### src/rtl/slm_pkg.sv
// shared types, constants and slot lookup for the syscall latency monitor
package slm_pkg;

   localparam int THREAD_ENTRIES_DEF = 16384;
   localparam int GROUP_COUNT_DEF    = 256;
   localparam int SLOT_COUNT         = 17;

   localparam int TIDX_W   = 14;
   localparam int NR_W     = 10;
   localparam int GROUP_W  = 8;
   localparam int SLOT_W   = 5;
   localparam int STATUS_W = 3;
   localparam int DATA_W   = 64;

   localparam logic [STATUS_W-1:0] STATUS_STORED    = 3'd0;
   localparam logic [STATUS_W-1:0] STATUS_UNTRACKED = 3'd1;
   localparam logic [STATUS_W-1:0] STATUS_NO_ENTRY  = 3'd2;
   localparam logic [STATUS_W-1:0] STATUS_NEGATIVE  = 3'd3;
   localparam logic [STATUS_W-1:0] STATUS_UPDATED   = 3'd4;

   localparam logic CMD_ENTER = 1'b0;
   localparam logic CMD_EXIT  = 1'b1;

   localparam logic ARCH_X86 = 1'b0;
   localparam logic ARCH_ARM = 1'b1;

   localparam logic CSR_ARCH_MODE      = 1'b0;
   localparam logic CSR_SLOW_THRESHOLD = 1'b1;

   localparam logic [DATA_W-1:0] SLOW_THRESHOLD_RST = 64'd1000000;

   // marks a slot that has no number in a table
   localparam logic [NR_W:0] NO_NUMBER = 11'h7FF;

   typedef struct packed {
      logic                command;
      logic [TIDX_W-1:0]   thread_index;
      logic [NR_W-1:0]     syscall_number;
      logic [DATA_W-1:0]   time_now;
      logic [GROUP_W-1:0]  group_id;
   } req_type;

   typedef struct packed {
      logic [STATUS_W-1:0] status;
      logic [SLOT_W-1:0]   slot_out;
      logic [GROUP_W-1:0]  group_out;
      logic [DATA_W-1:0]   duration;
      logic [DATA_W-1:0]   total_time;
      logic [DATA_W-1:0]   call_count;
      logic [DATA_W-1:0]   slow_calls;
      logic [DATA_W-1:0]   max_time;
   } rsp_type;

   typedef struct packed {
      logic clear_step;
      logic load_item;
      logic fold;
      logic index;
      logic thread_read;
      logic stat_read;
      logic finish;
   } ctrl_cmd_type;

   typedef struct packed {
      logic clear_done;
      logic is_exit;
   } ctrl_status_type;

   typedef struct packed {
      logic              hit;
      logic [SLOT_W-1:0] slot;
   } slot_hit_type;

   function automatic logic [NR_W:0] x86_number(input logic [SLOT_W-1:0] s);
      logic [NR_W:0] n;
      unique case (s)
         5'd0:    n = 11'd0;
         5'd1:    n = 11'd1;
         5'd2:    n = 11'd7;
         5'd3:    n = 11'd9;
         5'd4:    n = 11'd11;
         5'd5:    n = 11'd17;
         5'd6:    n = 11'd18;
         5'd7:    n = 11'd23;
         5'd8:    n = 11'd42;
         5'd9:    n = 11'd43;
         5'd10:   n = 11'd56;
         5'd11:   n = 11'd59;
         5'd12:   n = 11'd202;
         5'd13:   n = 11'd232;
         5'd14:   n = 11'd281;
         5'd15:   n = 11'd288;
         5'd16:   n = 11'd426;
         default: n = NO_NUMBER;
      endcase
      return n;
   endfunction

   function automatic logic [NR_W:0] arm_number(input logic [SLOT_W-1:0] s);
      logic [NR_W:0] n;
      unique case (s)
         5'd0:    n = 11'd63;
         5'd1:    n = 11'd64;
         5'd2:    n = 11'd73;
         5'd3:    n = 11'd222;
         5'd4:    n = 11'd215;
         5'd5:    n = 11'd67;
         5'd6:    n = 11'd68;
         5'd7:    n = 11'd72;
         5'd8:    n = 11'd203;
         5'd9:    n = 11'd202;
         5'd10:   n = 11'd220;
         5'd11:   n = 11'd221;
         5'd12:   n = 11'd98;
         5'd13:   n = 11'd22;
         5'd14:   n = NO_NUMBER;
         5'd15:   n = 11'd242;
         5'd16:   n = 11'd426;
         default: n = NO_NUMBER;
      endcase
      return n;
   endfunction

   // lowest slot whose number matches
   function automatic slot_hit_type slot_lookup(input logic arch, input logic [NR_W-1:0] nr);
      slot_hit_type  res;
      logic [NR_W:0] num;
      res = '0;
      for (int i = SLOT_COUNT - 1; i >= 0; i--) begin
         num = (arch == ARCH_ARM) ? arm_number(SLOT_W'(i)) : x86_number(SLOT_W'(i));
         if (num == {1'b0, nr}) begin
            res.hit  = 1'b1;
            res.slot = SLOT_W'(i);
         end
      end
      return res;
   endfunction

endpackage

### src/rtl/slm_ctrl.sv
// sequencer for the syscall latency monitor: clearing pass, item steps, result handshake
module slm_ctrl import slm_pkg::*; (
   input  logic            clock,
   input  logic            reset,
   input  logic            req_valid,
   output logic            req_stall,
   output logic            rsp_valid,
   input  logic            rsp_stall,
   input  ctrl_status_type status_i,
   output ctrl_cmd_type    cmd_o
);

   localparam logic [2:0] S_CLEAR  = 3'd0;
   localparam logic [2:0] S_IDLE   = 3'd1;
   localparam logic [2:0] S_FOLD   = 3'd2;
   localparam logic [2:0] S_INDEX  = 3'd3;
   localparam logic [2:0] S_TREAD  = 3'd4;
   localparam logic [2:0] S_SREAD  = 3'd5;
   localparam logic [2:0] S_FINISH = 3'd6;

   logic [2:0]   state_ff;
   logic [2:0]   state_in;
   logic         rsp_valid_ff;
   logic         rsp_valid_in;
   logic         out_free;
   ctrl_cmd_type cmd;

   assign out_free  = !rsp_valid_ff || !rsp_stall;
   assign req_stall = (state_ff != S_IDLE);
   assign rsp_valid = rsp_valid_ff;
   assign cmd_o     = cmd;

   always_comb begin
      state_in     = state_ff;
      cmd          = '0;
      rsp_valid_in = rsp_valid_ff && rsp_stall;
      unique case (state_ff)
         S_CLEAR: begin
            if (status_i.clear_done) begin
               state_in = S_IDLE;
            end else begin
               cmd.clear_step = 1'b1;
            end
         end
         S_IDLE: begin
            if (req_valid) begin
               cmd.load_item = 1'b1;
               state_in      = S_FOLD;
            end
         end
         S_FOLD: begin
            cmd.fold = 1'b1;
            state_in = S_INDEX;
         end
         S_INDEX: begin
            cmd.index = 1'b1;
            state_in  = status_i.is_exit ? S_TREAD : S_FINISH;
         end
         S_TREAD: begin
            cmd.thread_read = 1'b1;
            state_in        = S_SREAD;
         end
         S_SREAD: begin
            cmd.stat_read = 1'b1;
            state_in      = S_FINISH;
         end
         S_FINISH: begin
            if (out_free) begin
               cmd.finish   = 1'b1;
               rsp_valid_in = 1'b1;
               state_in     = S_IDLE;
            end
         end
         default: begin
            state_in = S_IDLE;
         end
      endcase
   end

   always_ff @(posedge clock) begin
      if (reset) begin
         state_ff     <= S_CLEAR;
         rsp_valid_ff <= 1'b0;
      end else begin
         state_ff     <= state_in;
         rsp_valid_ff <= rsp_valid_in;
      end
   end

endmodule

### config.mk
export PLATFORM = sky130hd
export DESIGN_NAME = slm_ctrl
export DESIGN_NICKNAME = d
export VERILOG_FILES = /design/src/rtl/slm_pkg.sv /design/src/rtl/slm_ctrl.sv
export SDC_FILE = /design/constraint.sdc
export NUM_CORES = 1
export LEC_CHECK = 0
export BUFFER_PORTS_ARGS = -buffer_cell sky130_fd_sc_hd__buf_2
export CORE_AREA = 5 5 42 44
export DETAILED_ROUTE_END_ITERATION = 16
export DIE_AREA = 0 0 47 49
export PLACE_DENSITY_LB_ADDON = 0.2
export REMOVE_ABC_BUFFERS = 1
export SYNTH_ARGS = -nofsm -noshare
export SYNTH_HDL_FRONTEND = slang
export SYNTH_SLANG_ARGS = --single-unit
### constraint.sdc
create_clock -name clock -period 1.6 [get_ports clock]
set_clock_uncertainty 0.05 [all_clocks]
set_input_delay 0.08 -clock clock [delete_from_list [all_inputs] [get_ports clock]]
set_output_delay 0.08 -clock clock [all_outputs]
set_load 0.1 [all_outputs]
== After elaboration in Yosys (flattened, before gate mapping) ==
Cells that the tools add are included.

* RAM bits: 0
* Register bits after elaboration: 4
* Bits of input ports: 6
* ROM bits: 0
* Latch bits: 0
* Memories: 0
* Output and inout bits: 9

* Magnitude comparators: 0
* Multiply operators: 0
* $add $sub $neg: 0
* Muxes and demuxes: 17
* Shifts and indexed selects: 0
* Bitwise logic cells: 0
* Reduce and logical (&&, ||, !) cells: 6
* Equal/unequal tests: 10
* Divide/modulo/power cells: 0

{| class="wikitable"
|+ Operators with widths
! cell !! number
|-
| $pmux W3 S7 || 1
|-
| $mux W1 || 12
|-
| $eq A3 B3 Y1 const B || 3
|-
| $mux W3 || 3
|-
| $eq A3 B2 Y1 const B || 2
|-
| $ne A2 B2 Y1 const B || 3
|-
| $eq A3 B1 Y1 const B || 1
|-
| $logic_not A3 Y1 || 1
|-
| $ne A3 B1 Y1 const B || 1
|-
| $reduce_and A3 Y1 || 1
|-
| $logic_not A1 Y1 || 2
|-
| $mux W2 || 1
|-
| $logic_and A1 B1 Y1 || 1
|-
| $logic_or A1 B1 Y1 || 1
|}

== Longest topological paths before layout ==
* Depth in word-level cells: 4
* Gate-level depth with buffers: 6
* Mapped depth without buffers: 5

== Worst setup path before layout ==
Ideal clock, no wire load.

* Path type: register -> output
* From: reg state_ff[0]
* To: out cmd_o[6] (netlist name)
* Required time: 1.470 ns
* Path buffers: 1
* Arrival: 3.430 ns
* Stages on the path, launching flop included: 3
* Path slack: -1.960 ns
* Cells stage by stage: dfxtp_1 buf_2 nor4_1

{| class="wikitable"
|+ RTL lines
! element !! RTL line !! RTL
|-
| from (decl) || slm_ctrl.sv:21 || <nowiki>logic [2:0] state_ff;</nowiki>
|-
| from (signal assigned) || slm_ctrl.sv:85 || <nowiki>state_ff <= state_in;</nowiki>
|-
| to (decl) || slm_ctrl.sv:10 || <nowiki>output ctrl_cmd_type cmd_o</nowiki>
|}

==> run metrics <==
status=completed; post-layout net count=68; Leak Pwr=0.227 nW; Final Hold Fails=0; post-layout min period=1.49 ns; maximum clock frequency=0.671 GHz; global-route wire length before repair=1440 um; Critical Path RT=1.47 ns; die height=49 um; Syn Inst Count=41; Simple-Gate Fraction of Synth Area=38.4%; wire per inst=11.8 um; CTS tree=done; Hold Crit Depth=3; post-detail-place hpwl=632 um; DP Area=502 sq um; CP max stage delay=0.31 ns; pre-CTS WS=0.145 ns; Yosys warning count=0; Max rail drop VDD=0.207 mV; most frequent cells in the layout=7 x buf_2, 7 x buf_12, 4 x nand2_1, 4 x dfxtp_1; compound-cell area share of the yosys netlist=22.8%; dominant cell type by area after synthesis=dfxtp_1; hold path start=rsp_stall; mux share of post-synthesis cell area=0%; Synth area leaders=dfxtp_1 26%, a21oi_1 6.4%, o21ai_0 4.8%; port buffer count=14; clk slew on worst S/H paths=0.03 ns; Reg area=80.1 sq um; CP Cell Sequence=buf_4 > nor2_1 > and3_1 > buf_12; Max-Slew Margin vs Limit=67.5%; XOR/XNOR Fraction of Synth Area=0%; worst hold path type=in2reg; setup violators final=0; design area=557 sq um; largest net degree at the start of global routing=17; worst r2r dst=state_ff[1]; antenna fix cells=0; register area share after synthesis=25.6%; DRT Wirelength=887 um; # IOs=15; Slew @ Worst Pin=0.491 ns; Worst Path Arrival=1.36 ns; fill count=149; die footprint=0.00230 sq mm; slowest CP cell=dfxtp_1; Synth cell types=26; Core Region=0.00140 sq mm; Synth Register Bits=4; Area Overhead vs Synth=78.0%; Synth Area in Adders=4.00%; routed vias/inst=4.95; CP Class=reg2out; DRT iter0 DRCs=3; Power Dens Cells=695 mW/mm^2; CTS Root Cell=clkbuf_4; Setup crit end kind=output port; post-synth top area share=25.6%; RSZ-0062 raised after global routing=false; total CTS buffers=3; Final WS setup=0.110 ns; layout cell share with drive strength beyond 1=49.2%; grt total ovfl=0; fin. max-slew vios=0; # Max-Cap Violations=0; Die X=47 um; H-tree depth=1; largest family of logic cells by synthesized area=simple AND/OR/NAND/NOR gates; r2r setup slk=0.12 ns; Avg Synthesized Cell Area=7.63 sq um; drt first pass iters=3; multi-input logic area=219 sq um; Sink Count=4; worst r2r src=state_ff[2]; crit path max fanout=10; hold endpoint=rsp_valid; synthesized area=313 sq um; Std-Cell Rows=14; Setup crit start kind=register; Max clock buf depth=2; worst r2r path cells=3; GR Util All Layers=9.00%; clk_lat worst skew=0.24 ns; vias in the first global route=331; DR vias=371; gp weighted congestion=0.770; Antenna Nets Post-Route=0; fin crit share=93.1%; initial antenna violation count=0; detailed-route DRC error count=0; Initial Util=22.3%
-- metal layers --
metal / share of wire (%) / global-route usage (%) / up-vias
met5: 0 / 0 / -
met4: 1.6 / 8.29 / 0
met3: 3.9 / 2.21 / 2
met2: 48 / 11.8 / 10
met1: 47 / 11.4 / 168
li1: - / - / 191
-- flip-flops by register name, summed over array words and instances, names as in the netlist --
| name | cells |
|---|---|
| state_ff | 3 |
| rsp_valid | 1 |
-- critical path: cells and delay by family, from the launching register on --
family / cells / cell delay (ns)
simple gates: 2 / 0.46
buf+inv: 2 / 0.35
flops: 1 / 0.31
-- worst max path at each step --
stage | cells after the start | end | slack, ns | from
4_1_cts | 3 | cmd_o[2] | -0.004 | state_ff[2]
2_1_floorplan | 1 | cmd_o[6] | -1.85 | state_ff[0]
3_3_place_gp | 3 | state_ff[1] | 0.18 | state_ff[2]
5_1_grt | 3 | cmd_o[0] | 0.02 | state_ff[0]
6_report | 4 | cmd_o[5] | 0.11 | state_ff[1]
3_5_place_dp | 3 | state_ff[1] | 0.14 | state_ff[2]
-- synth_stat cells (all sizes together) --
cell     count
nand3b       1
a2111oi      1
and3b        1
nor3         2
or2          1
nor3b        1
nor4         1
o21ai        3
nand2b       1
inv          2
nand2        4
a21oi        4
or4          1
or4b         1
dfxtp        4
and4bb       1
and3         2
nor2         2
ha           1
o22ai        1
buf          3
a31oi        2
a31o         1
-- where the power goes --
part | switching [W] | leakage, nW | internal, W
Sequential | 0.0000112 | 0.0326 | 0.000105
Clock | 0.0000408 | 0.0138 | 0.0000839
Combinational | 0.0000969 | 0.180 | 0.0000493
Total | 0.000149 | 0.227 | 0.000238
-- what timing repair did --
item	CTS	global route
endpoints found under the hold margin	1	0
endpoints found under the setup margin	1	3
hold buffers	1	0
resized for setup	0	3
buffers inserted	0	1
-- cell families (layout without fill, tap and decap cells) --
group / count (synthesis) / count (layout)
simple gates: 19 / 19
compound gates: 12 / 12
buf+inv: 5 / 23
flops: 4 / 4
fa+ha+maj: 1 / 1
-- per-stage QoR --
| step | total power (W) | utilization [%] | setup TNS [ns] | hold WS (ns) | instances |
|---|---|---|---|---|---|
| after floorplan | 0.000208 | - | -5.21 | 0.0991 | 38 |
| after global placement | 0.000259 | 35.8 | 0 | 0.235 | 70 |
| after detailed placement | 0.000259 | 35.8 | 0 | 0.232 | 70 |
| after global routing | 0.000416 | 39.7 | 0 | 0.122 | 75 |
| final | 0.000387 | 39.7 | 0 | 0.108 | 75 |
| after CTS | 0.000394 | 38.1 | -0.00359 | 0.0922 | 74 |
-- final cells by class --
| type | instances | share of cell area (%) |
|---|---|---|
| multi-input cells | 32 | 39.3 |
| inverters | 2 | 1.35 |
| well taps | 16 | 3.60 |
| repair buffers | 18 | 37.3 |
| flip-flops and latches | 4 | 14.4 |
| clock buffers | 3 | 4.04 |
(Power assumes the default switching activity.)
